### src/hdl/owbm_pkg.sv
// Shared types and constants of the 1-Wire bus master.
// No dependencies; used by every module of the block.
package owbm_pkg;

    localparam int MAX_BYTES  = 32;
    localparam int TIME_WIDTH = 10;
    localparam int NUM_CFG    = 8;
    localparam int CFG_IDX_W  = $clog2(NUM_CFG);
    localparam int IDX_W      = $clog2(MAX_BYTES);
    localparam int CNT_W      = $clog2(MAX_BYTES + 1);

    typedef logic [TIME_WIDTH-1:0] t_time;

    // Item operations
    typedef enum logic [1:0] {
        OP_LOAD  = 2'd0,
        OP_START = 2'd1,
        OP_TICK  = 2'd2,
        OP_NOP   = 2'd3
    } t_op;

    // Timing register indexes
    typedef enum logic [CFG_IDX_W-1:0] {
        CFG_RESET_LOW  = 3'd0,
        CFG_PRESENCE   = 3'd1,
        CFG_RECOVERY   = 3'd2,
        CFG_SLOT_HOLD  = 3'd3,
        CFG_BIT_GAP    = 3'd4,
        CFG_BYTE_GAP   = 3'd5,
        CFG_START_LOW  = 3'd6,
        CFG_SAMPLE     = 3'd7
    } t_cfg_idx;

    // Error codes
    typedef enum logic [1:0] {
        ERR_NONE        = 2'd0,
        ERR_PULLUP      = 2'd1,
        ERR_NO_PRESENCE = 2'd2
    } t_err;

    // Bus sequencer phases, one-hot
    typedef enum logic [9:0] {
        PH_IDLE      = 10'b00_0000_0001,
        PH_RESET_LOW = 10'b00_0000_0010,
        PH_PRESENCE  = 10'b00_0000_0100,
        PH_RECOVERY  = 10'b00_0000_1000,
        PH_TX_START  = 10'b00_0001_0000,
        PH_TX_HOLD   = 10'b00_0010_0000,
        PH_TX_GAP    = 10'b00_0100_0000,
        PH_RX_START  = 10'b00_1000_0000,
        PH_RX_WAIT   = 10'b01_0000_0000,
        PH_RX_GAP    = 10'b10_0000_0000
    } t_phase;

    // One result transaction
    typedef struct packed {
        logic             line_drive;
        logic             busy_res;
        logic             done_res;
        logic [1:0]       error_code;
        logic             rx_valid;
        logic [7:0]       rx_byte;
        logic [IDX_W-1:0] rx_index;
    } t_result;

    // Timing register values after reset
    function automatic t_time cfg_reset_val(input t_cfg_idx idx);
        t_time val;
        unique case (idx)
            CFG_RESET_LOW: val = TIME_WIDTH'(480);
            CFG_PRESENCE:  val = TIME_WIDTH'(65);
            CFG_RECOVERY:  val = TIME_WIDTH'(480);
            CFG_SLOT_HOLD: val = TIME_WIDTH'(65);
            CFG_BIT_GAP:   val = TIME_WIDTH'(5);
            CFG_BYTE_GAP:  val = TIME_WIDTH'(500);
            CFG_START_LOW: val = TIME_WIDTH'(6);
            CFG_SAMPLE:    val = TIME_WIDTH'(1);
            default:       val = '0;
        endcase
        return val;
    endfunction

endpackage

### src/hdl/owbm_skid.sv
// Output register with a one-entry skid buffer for result transactions.
// Depends on owbm_pkg for the result struct.
module owbm_skid (
    input  logic              i_clk,
    input  logic              i_rst_n,
    input  logic              i_push,
    input  owbm_pkg::t_result i_data,
    output logic              o_full,
    output logic              o_valid,
    output owbm_pkg::t_result o_data,
    input  logic              i_stall
);
    import owbm_pkg::*;

    logic    r_out_valid;
    logic    r_skid_valid;
    t_result r_out_data;
    t_result r_skid_data;
    logic    out_fire;

    assign out_fire = r_out_valid && !i_stall;

    // Valid flags
    always_ff @(posedge i_clk) begin
        if (!i_rst_n) begin
            r_out_valid  <= 1'b0;
            r_skid_valid <= 1'b0;
        end else if (i_push) begin
            if (!r_out_valid || !i_stall) begin
                r_out_valid <= 1'b1;
            end else begin
                r_skid_valid <= 1'b1;
            end
        end else if (out_fire) begin
            r_out_valid  <= r_skid_valid;
            r_skid_valid <= 1'b0;
        end
    end

    // Payload; the skid only fills while the output register is held
    always_ff @(posedge i_clk) begin
        if (i_push) begin
            if (!r_out_valid || !i_stall) begin
                r_out_data <= i_data;
            end else begin
                r_skid_data <= i_data;
            end
        end else if (out_fire && r_skid_valid) begin
            r_out_data <= r_skid_data;
        end
    end

    assign o_full  = r_skid_valid;
    assign o_valid = r_out_valid;
    assign o_data  = r_out_data;

endmodule

### src/hdl/one_wire_bus_master_top.sv
// Top level of the 1-Wire bus master: timing registers, transmit store, bus sequencer.
// Depends on owbm_pkg and owbm_skid.
//
// Each input transaction (load, start, one-microsecond tick or no-op) is handled in
// the cycle it is accepted: the sequencer state and the transmit store update at that
// edge, and the single result is registered in the output register, or in the skid
// buffer while the output is held, at the same edge. One transaction per clock is
// sustained while the output is not stalled. The output register is backed by a
// one-entry skid buffer, so the input is stalled only when both are full. All bus
// timing is counted in ticks supplied as transactions, not in clock cycles.
module one_wire_bus_master_top (
    input  logic                                i_clk,
    input  logic                                i_rst_n,
    // Configuration write port
    input  logic                                i_cfg_we,
    input  logic [owbm_pkg::CFG_IDX_W-1:0]      i_cfg_index,
    input  logic [owbm_pkg::TIME_WIDTH-1:0]     i_cfg_data,
    // Input channel
    input  logic                                i_in_valid,
    output logic                                o_in_stall,
    input  logic [1:0]                          i_op,
    input  logic [owbm_pkg::IDX_W-1:0]          i_load_index,
    input  logic [7:0]                          i_load_byte,
    input  logic [owbm_pkg::CNT_W-1:0]          i_send_count,
    input  logic [owbm_pkg::CNT_W-1:0]          i_receive_count,
    input  logic                                i_line_level,
    // Output channel
    output logic                                o_out_valid,
    input  logic                                i_out_stall,
    output logic                                o_line_drive,
    output logic                                o_busy_res,
    output logic                                o_done_res,
    output logic [1:0]                          o_error_code,
    output logic                                o_rx_valid,
    output logic [7:0]                          o_rx_byte,
    output logic [owbm_pkg::IDX_W-1:0]          o_rx_index
);
    import owbm_pkg::*;

    // Timing registers and transmit store
    t_time      r_cfg [NUM_CFG];
    logic [7:0] r_tx_store [MAX_BYTES];

    // Sequencer state
    t_phase           r_phase,     n_phase;
    t_time            r_countdown, n_countdown;
    logic [2:0]       r_bit_pos,   n_bit_pos;
    logic [CNT_W-1:0] r_byte_pos,  n_byte_pos;
    logic [7:0]       r_rx_shift,  n_rx_shift;
    logic [CNT_W-1:0] r_tx_total,  n_tx_total;
    logic [CNT_W-1:0] r_rx_total,  n_rx_total;
    logic [1:0]       r_fault,     n_fault;
    logic             r_drive,     n_drive;

    logic       in_accept;
    logic       res_done;
    logic       res_rxv;
    logic [7:0] res_rxb;
    logic [IDX_W-1:0] res_rxi;
    logic [7:0] tx_byte;
    logic [7:0] rx_merged;
    t_result    res;
    t_result    out_data;

    assign in_accept = i_in_valid && !o_in_stall;

    function automatic logic [CNT_W-1:0] sat_count(input logic [CNT_W-1:0] cnt);
        return (cnt > CNT_W'(MAX_BYTES)) ? CNT_W'(MAX_BYTES) : cnt;
    endfunction

    // Timing register writes
    always_ff @(posedge i_clk) begin
        if (!i_rst_n) begin
            for (int k = 0; k < NUM_CFG; k++) begin
                r_cfg[k] <= cfg_reset_val(t_cfg_idx'(k));
            end
        end else if (i_cfg_we) begin
            r_cfg[i_cfg_index] <= i_cfg_data;
        end
    end

    // Transmit store loads; contents undefined until written
    always_ff @(posedge i_clk) begin
        if (in_accept && t_op'(i_op) == OP_LOAD
            && {1'b0, i_load_index} < (IDX_W + 1)'(MAX_BYTES)) begin
            r_tx_store[i_load_index] <= i_load_byte;
        end
    end

    assign tx_byte = r_tx_store[r_byte_pos[IDX_W-1:0]];

    always_comb begin
        rx_merged = r_rx_shift;
        rx_merged[r_bit_pos] = r_rx_shift[r_bit_pos] | i_line_level;
    end

    // Sequencer next state and result
    always_comb begin
        n_phase     = r_phase;
        n_countdown = r_countdown;
        n_bit_pos   = r_bit_pos;
        n_byte_pos  = r_byte_pos;
        n_rx_shift  = r_rx_shift;
        n_tx_total  = r_tx_total;
        n_rx_total  = r_rx_total;
        n_fault     = r_fault;
        n_drive     = r_drive;
        res_done    = 1'b0;
        res_rxv     = 1'b0;
        res_rxb     = '0;
        res_rxi     = '0;

        if (in_accept) begin
            unique case (t_op'(i_op))
                OP_START: begin
                    if (r_phase == PH_IDLE) begin
                        n_tx_total = sat_count(i_send_count);
                        n_rx_total = sat_count(i_receive_count);
                        n_byte_pos = '0;
                        n_bit_pos  = '0;
                        n_rx_shift = '0;
                        if (!i_line_level) begin
                            // bus held low: no pull-up
                            n_fault     = ERR_PULLUP;
                            n_drive     = 1'b1;
                            n_phase     = PH_IDLE;
                            n_countdown = '0;
                            res_done    = 1'b1;
                        end else begin
                            n_fault     = ERR_NONE;
                            n_drive     = 1'b0;
                            n_phase     = PH_RESET_LOW;
                            n_countdown = r_cfg[CFG_RESET_LOW];
                        end
                    end
                end
                OP_TICK: begin
                    if (r_phase != PH_IDLE) begin
                        if (r_countdown > TIME_WIDTH'(1)) begin
                            n_countdown = r_countdown - TIME_WIDTH'(1);
                        end else begin
                            // phase timer expired
                            unique case (r_phase)
                                PH_RESET_LOW: begin
                                    n_drive     = 1'b1;
                                    n_phase     = PH_PRESENCE;
                                    n_countdown = r_cfg[CFG_PRESENCE];
                                end
                                PH_PRESENCE: begin
                                    if (i_line_level) begin
                                        n_fault     = ERR_NO_PRESENCE;
                                        n_drive     = 1'b1;
                                        n_phase     = PH_IDLE;
                                        n_countdown = '0;
                                        res_done    = 1'b1;
                                    end else begin
                                        n_byte_pos  = '0;
                                        n_bit_pos   = '0;
                                        n_phase     = PH_RECOVERY;
                                        n_countdown = r_cfg[CFG_RECOVERY];
                                    end
                                end
                                PH_RECOVERY, PH_TX_GAP: begin
                                    if (r_byte_pos < r_tx_total) begin
                                        n_drive     = 1'b0;
                                        n_phase     = PH_TX_START;
                                        n_countdown = r_cfg[CFG_START_LOW];
                                    end else if (r_rx_total != '0) begin
                                        // lead-in gap before the first read slot
                                        n_byte_pos  = '0;
                                        n_bit_pos   = '0;
                                        n_drive     = 1'b1;
                                        n_phase     = PH_RX_GAP;
                                        n_countdown = r_cfg[CFG_BIT_GAP];
                                    end else begin
                                        n_fault     = ERR_NONE;
                                        n_drive     = 1'b1;
                                        n_phase     = PH_IDLE;
                                        n_countdown = '0;
                                        res_done    = 1'b1;
                                    end
                                end
                                PH_TX_START: begin
                                    n_drive     = tx_byte[r_bit_pos];
                                    n_phase     = PH_TX_HOLD;
                                    n_countdown = r_cfg[CFG_SLOT_HOLD];
                                end
                                PH_TX_HOLD: begin
                                    n_drive   = 1'b1;
                                    n_bit_pos = r_bit_pos + 3'd1;
                                    n_phase   = PH_TX_GAP;
                                    if (r_bit_pos == 3'd7) begin
                                        n_byte_pos  = r_byte_pos + CNT_W'(1);
                                        n_countdown = r_cfg[CFG_BYTE_GAP];
                                    end else begin
                                        n_countdown = r_cfg[CFG_BIT_GAP];
                                    end
                                end
                                PH_RX_START: begin
                                    n_drive     = 1'b1;
                                    n_phase     = PH_RX_WAIT;
                                    n_countdown = r_cfg[CFG_SAMPLE];
                                end
                                PH_RX_WAIT: begin
                                    n_rx_shift = rx_merged;
                                    n_bit_pos  = r_bit_pos + 3'd1;
                                    n_phase    = PH_RX_GAP;
                                    if (r_bit_pos == 3'd7) begin
                                        res_rxv     = 1'b1;
                                        res_rxb     = rx_merged;
                                        res_rxi     = r_byte_pos[IDX_W-1:0];
                                        n_byte_pos  = r_byte_pos + CNT_W'(1);
                                        n_countdown = r_cfg[CFG_BYTE_GAP];
                                    end else begin
                                        n_countdown = r_cfg[CFG_BIT_GAP];
                                    end
                                end
                                PH_RX_GAP: begin
                                    if (r_byte_pos < r_rx_total) begin
                                        if (r_bit_pos == 3'd0) begin
                                            n_rx_shift = '0;
                                        end
                                        n_drive     = 1'b0;
                                        n_phase     = PH_RX_START;
                                        n_countdown = r_cfg[CFG_START_LOW];
                                    end else begin
                                        n_fault     = ERR_NONE;
                                        n_drive     = 1'b1;
                                        n_phase     = PH_IDLE;
                                        n_countdown = '0;
                                        res_done    = 1'b1;
                                    end
                                end
                                default: begin
                                    n_fault     = ERR_NONE;
                                    n_drive     = 1'b1;
                                    n_phase     = PH_IDLE;
                                    n_countdown = '0;
                                    res_done    = 1'b1;
                                end
                            endcase
                        end
                    end
                end
                default: ; // loads handled by the store, no-op does nothing
            endcase
        end
    end

    // Sequencer registers
    always_ff @(posedge i_clk) begin
        if (!i_rst_n) begin
            r_phase     <= PH_IDLE;
            r_countdown <= '0;
            r_bit_pos   <= '0;
            r_byte_pos  <= '0;
            r_rx_shift  <= '0;
            r_tx_total  <= '0;
            r_rx_total  <= '0;
            r_fault     <= ERR_NONE;
            r_drive     <= 1'b1;
        end else begin
            r_phase     <= n_phase;
            r_countdown <= n_countdown;
            r_bit_pos   <= n_bit_pos;
            r_byte_pos  <= n_byte_pos;
            r_rx_shift  <= n_rx_shift;
            r_tx_total  <= n_tx_total;
            r_rx_total  <= n_rx_total;
            r_fault     <= n_fault;
            r_drive     <= n_drive;
        end
    end

    // Result transaction
    always_comb begin
        res.line_drive = n_drive;
        res.busy_res   = (n_phase != PH_IDLE);
        res.done_res   = res_done;
        res.error_code = n_fault;
        res.rx_valid   = res_rxv;
        res.rx_byte    = res_rxb;
        res.rx_index   = res_rxi;
    end

    owbm_skid u_skid (
        .i_clk   (i_clk),
        .i_rst_n (i_rst_n),
        .i_push  (in_accept),
        .i_data  (res),
        .o_full  (o_in_stall),
        .o_valid (o_out_valid),
        .o_data  (out_data),
        .i_stall (i_out_stall)
    );

    assign o_line_drive = out_data.line_drive;
    assign o_busy_res   = out_data.busy_res;
    assign o_done_res   = out_data.done_res;
    assign o_error_code = out_data.error_code;
    assign o_rx_valid   = out_data.rx_valid;
    assign o_rx_byte    = out_data.rx_byte;
    assign o_rx_index   = out_data.rx_index;

endmodule

### config.mk
export PLATFORM = sky130hd
export DESIGN_NAME = one_wire_bus_master_top
export DESIGN_NICKNAME = d
export VERILOG_FILES = /design/src/hdl/owbm_pkg.sv /design/src/hdl/owbm_skid.sv /design/src/hdl/one_wire_bus_master_top.sv
export SDC_FILE = /design/constraint.sdc
export NUM_CORES = 1
export LEC_CHECK = 0
export BUFFER_PORTS_ARGS = -buffer_cell sky130_fd_sc_hd__buf_2
export CORE_ASPECT_RATIO = 1.5
export CORE_MARGIN = 2
export CORE_UTILIZATION = 40
export CTS_BUF_LIST = sky130_fd_sc_hd__clkbuf_4 sky130_fd_sc_hd__clkbuf_8 sky130_fd_sc_hd__clkbuf_16
export CTS_CLUSTER_SIZE = 30
export DETAILED_ROUTE_END_ITERATION = 12
export PLACE_DENSITY = 0.59
export SYNTH_ARGS = -nofsm -noshare
export SYNTH_HDL_FRONTEND = slang
export SYNTH_SLANG_ARGS = --single-unit
### constraint.sdc
create_clock -name i_clk -period 2.55 [get_ports i_clk]
set_input_delay 0.51 -clock i_clk [delete_from_list [all_inputs] [get_ports i_clk]]
set_output_delay 0.51 -clock i_clk [all_outputs]
set_load 0.1 [all_outputs]
==> results.toml <==
[power_and_ir_drop]
total_leakage_power_uw = 0.00786
power_uw = 15200
p_per_area_nw_per_um2 = 659
ir_worst_vdd_v = 0.000426

[placed_design]
port_buffers = 66
place_inst = 2099
gp_congestion = 0.913
hpwl_mm = 32.2
place_area_um2 = 21100

[run]
max_cap_viol_count = 0

[timing]
min_period_ps = 2940
max_freq_ghz = 0.340
drv_slew = 0
period_share = 1.15
worst_slack_ps = -395
setup-tns-final_ps = -1660
skew_ps = 30.9
max-slew-margin-rel = 0.544
worst_pin_slew_ps = 683
finalHoldViolations = 0
final-setup-viol-count = 11
hold_slack_ps = 217
rsz0062_at_grt = "yes"

[logic_synthesis]
synth_compound_area_frac = 0.0763
ys_seq_area_frac = 0.666
synth_top_area_frac = 0.602
yosysWarningCount = 0
synth_area_um2 = 18600
synth.area.mux_share = 0.0956
synth_seq_cells = 433
synth_most_common_cell = "edfxtp_1"
synthTopCellsByCount = "edfxtp_1, nor2_1, nand2_1"
synth_cell_types = 76
synth_edf_count = 374
synth_top_cell_by_area = "edfxtp_1"
ys.flop_type = "edfxtp_1"
synth-xor-area-share = 0.00470
async_reset_ff_frac = 0
synth_cells = 1309
synthTopCellsByArea = "edfxtp_1, mux4_2, dfxtp_1"
synth_adder_area_share = 0.0127
synthSimpleGateAreaFrac = 0.125
syn-num-nets = 1374
syn_area_per_cell_um2 = 14.2
synth_top_family_by_area = "simple AND/OR/NAND/NOR gates"

[detailed_routing]
drtIter0Drc = 811
dr.pass1.iters = 6
postRouteAntennaNets = 0
vias_per_cell = 5.45
vias = 11962
wire_per_inst_um = 21.1
drc = 0
wl_mm = 46.3

[global_route]
grt-ovfl-total = 0
grt.total_usage = 0.191
grt_pass1_wl_mm = 71.3
grt_pass1_vias = 12261
grt_max_degree = 33
antenna_found_initial = 2

[setup_path]
worstSetupPathType = "flip-flop to flip-flop"
cp-end-kind = "flip-flop"
cp.arrival_ps = 3250
ff2ff_path_depth = 12
cp_slowest_stage_delay_ps = 510
worstSetupPathDepth = 12
crit_path_frequent_cell = "buf_12"
crit_fanout = 6
path_cells = "buf_12 -> buf_12 -> buf_12 -> mux4_2 -> mux2i_2 -> nor2_2 -> o211ai_1 -> nand3_1 -> o31ai_4 -> a41oi_2 -> o21ai_1 -> a211oi_1"
critPathTopFamily = "compound AO/OA/AOI/OAI gates"
path_buf_inv = 3
slowest_stage = "mux4_2"
r2r_end = "u_skid.o_data[18]$_DFFE_PP_"
reg2reg_slack_ps = -390
cp.required_ps = 2860
cp-start-kind = "flip-flop"

[cts]
cts_root_buf = "clkbuf_16"
path_clk_slew_ps = 60
clk_latency_ps = 570
htree_levels = 2
numCtsBuffers = 42
cts_hold_buffers = 0
clock_sinks = 433
cts_tree = "done"
clk_path_buf_depth = 3

[final_layout]
nNetsFinal = 1639
n_antenna_cell = 0
drive_above_1_share = 0.319
final_area_um2 = 23000
area_growth_syn_to_layout_pct = 23.6
final_cells = 2195

[floorplanning]
start_util = 0.406
die_y_um = 268
rows = 96
io_pins = 67
dieArea_um2 = 48400
coreArea_um2 = 45900
die_x_um = 180

[status]
violations = "setup timing"
outcome = "finished, violations left"

[min_path]
whs_endpoint = "r_rx_total[3]$_SDFFE_PN0P_"
min_path_type = "input pin to flip-flop"
min-delay-start = "i_receive_count[3]"
holdPathStages = 3
==> through the flow <==
| step | util | worst slack [ps] |
|---|---|---|
| 3_3_place_gp | 0.459 | -798 |
| 2_1_floorplan | - | -21.3 |
| 4_1_cts | 0.496 | -442 |
| 6_report | 0.502 | -395 |
| 5_1_grt | 0.502 | -538 |
| 3_5_place_dp | 0.459 | -758 |
==> cell type report <==
cell class	count	area, um2
multi-input cells	789	6210
well taps	588	736
repair buffers	285	2180
inverters	23	86.3
clock buffers	49	1110
clock inverters	28	279
fillers	3898	22800
flip-flops and latches	433	12400
==> layer usage <==
metal	global-route usage	vias up	share of wire
met5	0	-	0
met4	0.0610	0	0.028
met3	0.0223	77	0.039
met2	0.362	290	0.54
met1	0.227	6004	0.39
li1	-	5591	-
==> kinds of logic after synthesis <==
family / count (synthesis)
and+or+nand+nor: 451
buffers and inverters: 87
DFF: 433
muxes: 102
xor gates and xnor gates: 10
adders and majority gates: 19
AOI/OAI and AO/OA: 207
==> timing repair <==
item | in CTS | in global routing
gates resized for setup | 59 | 50
pin swaps | 25 | 28
buffers inserted | 7 | 15
endpoints found under the setup margin | 36 | 43
endpoints found under the hold margin | 0 | 0
==> tightest hold or removal path, cell delays in order <==
cell and delay [ps]:
buf_2 100, nand3b_1 70, a21oi_1 60
==> report_power, final <==
group          internal, uW  switching (uW)
registers              7850            52.9
logic                   331             714
clock network          3560            2670
total                 11700            3440
==> how the worst max path moves through the flow <==
stage / startpoint / to / slack, ps
6_report: flip-flop / u_skid.o_data[18]$_DFFE_PP_ / -390
3_5_place_dp: flip-flop / u_skid.o_data[18]$_DFFE_PP_ / -760
2_1_floorplan: r_countdown[6]$_SDFFE_PN0P_ / u_skid.o_data[17]$_DFFE_PP_ / -20
5_1_grt: flip-flop / u_skid.o_data[18]$_DFFE_PP_ / -540
3_3_place_gp: flip-flop / u_skid.o_data[18]$_DFFE_PP_ / -800
4_1_cts: flip-flop / u_skid.o_data[18]$_DFFE_PP_ / -440
==> placed cells by master, fill, tap and decap left out, types with 7 or more instances in the layout <==
cell	instances
buf_2	66
nand2_1	83
mux2_2	17
nor2_1	116
a41o_1	9
a21oi_1	46
dfxtp_1	46
a211oi_1	7
mux2i_1	21
and2_1	72
nand3_1	22
or3_1	21
nor2b_1	15
o21ai_1	8
and3_1	9
o21ai_0	26
a222oi_1	10
o211ai_1	7
ha_1	18
buf_4	194
nor3_1	16
a21oi_2	7
edfxtp_1	374
nand4_1	15
buf_12	12
dfxtp_2	9
inv_1	22
mux4_2	59
nand2b_1	18
a311oi_1	9
buf_6	11
clkinv_1	13
clkbuf_16	42
nand3b_1	15
a22oi_1	21
==> flip-flops by register name, indices dropped and copies added (netlist names), 6 cells and up, named ones only <==
signal / count
r_tx_store: 256
r_cfg: 80
u_skid.o_data: 19
u_skid.r_skid_data: 19
r_countdown: 10
r_phase: 10
r_rx_shift: 8
r_byte_pos: 6
r_rx_total: 6
r_tx_total: 6
No activity file was read; power rests on OpenSTA's default activity.
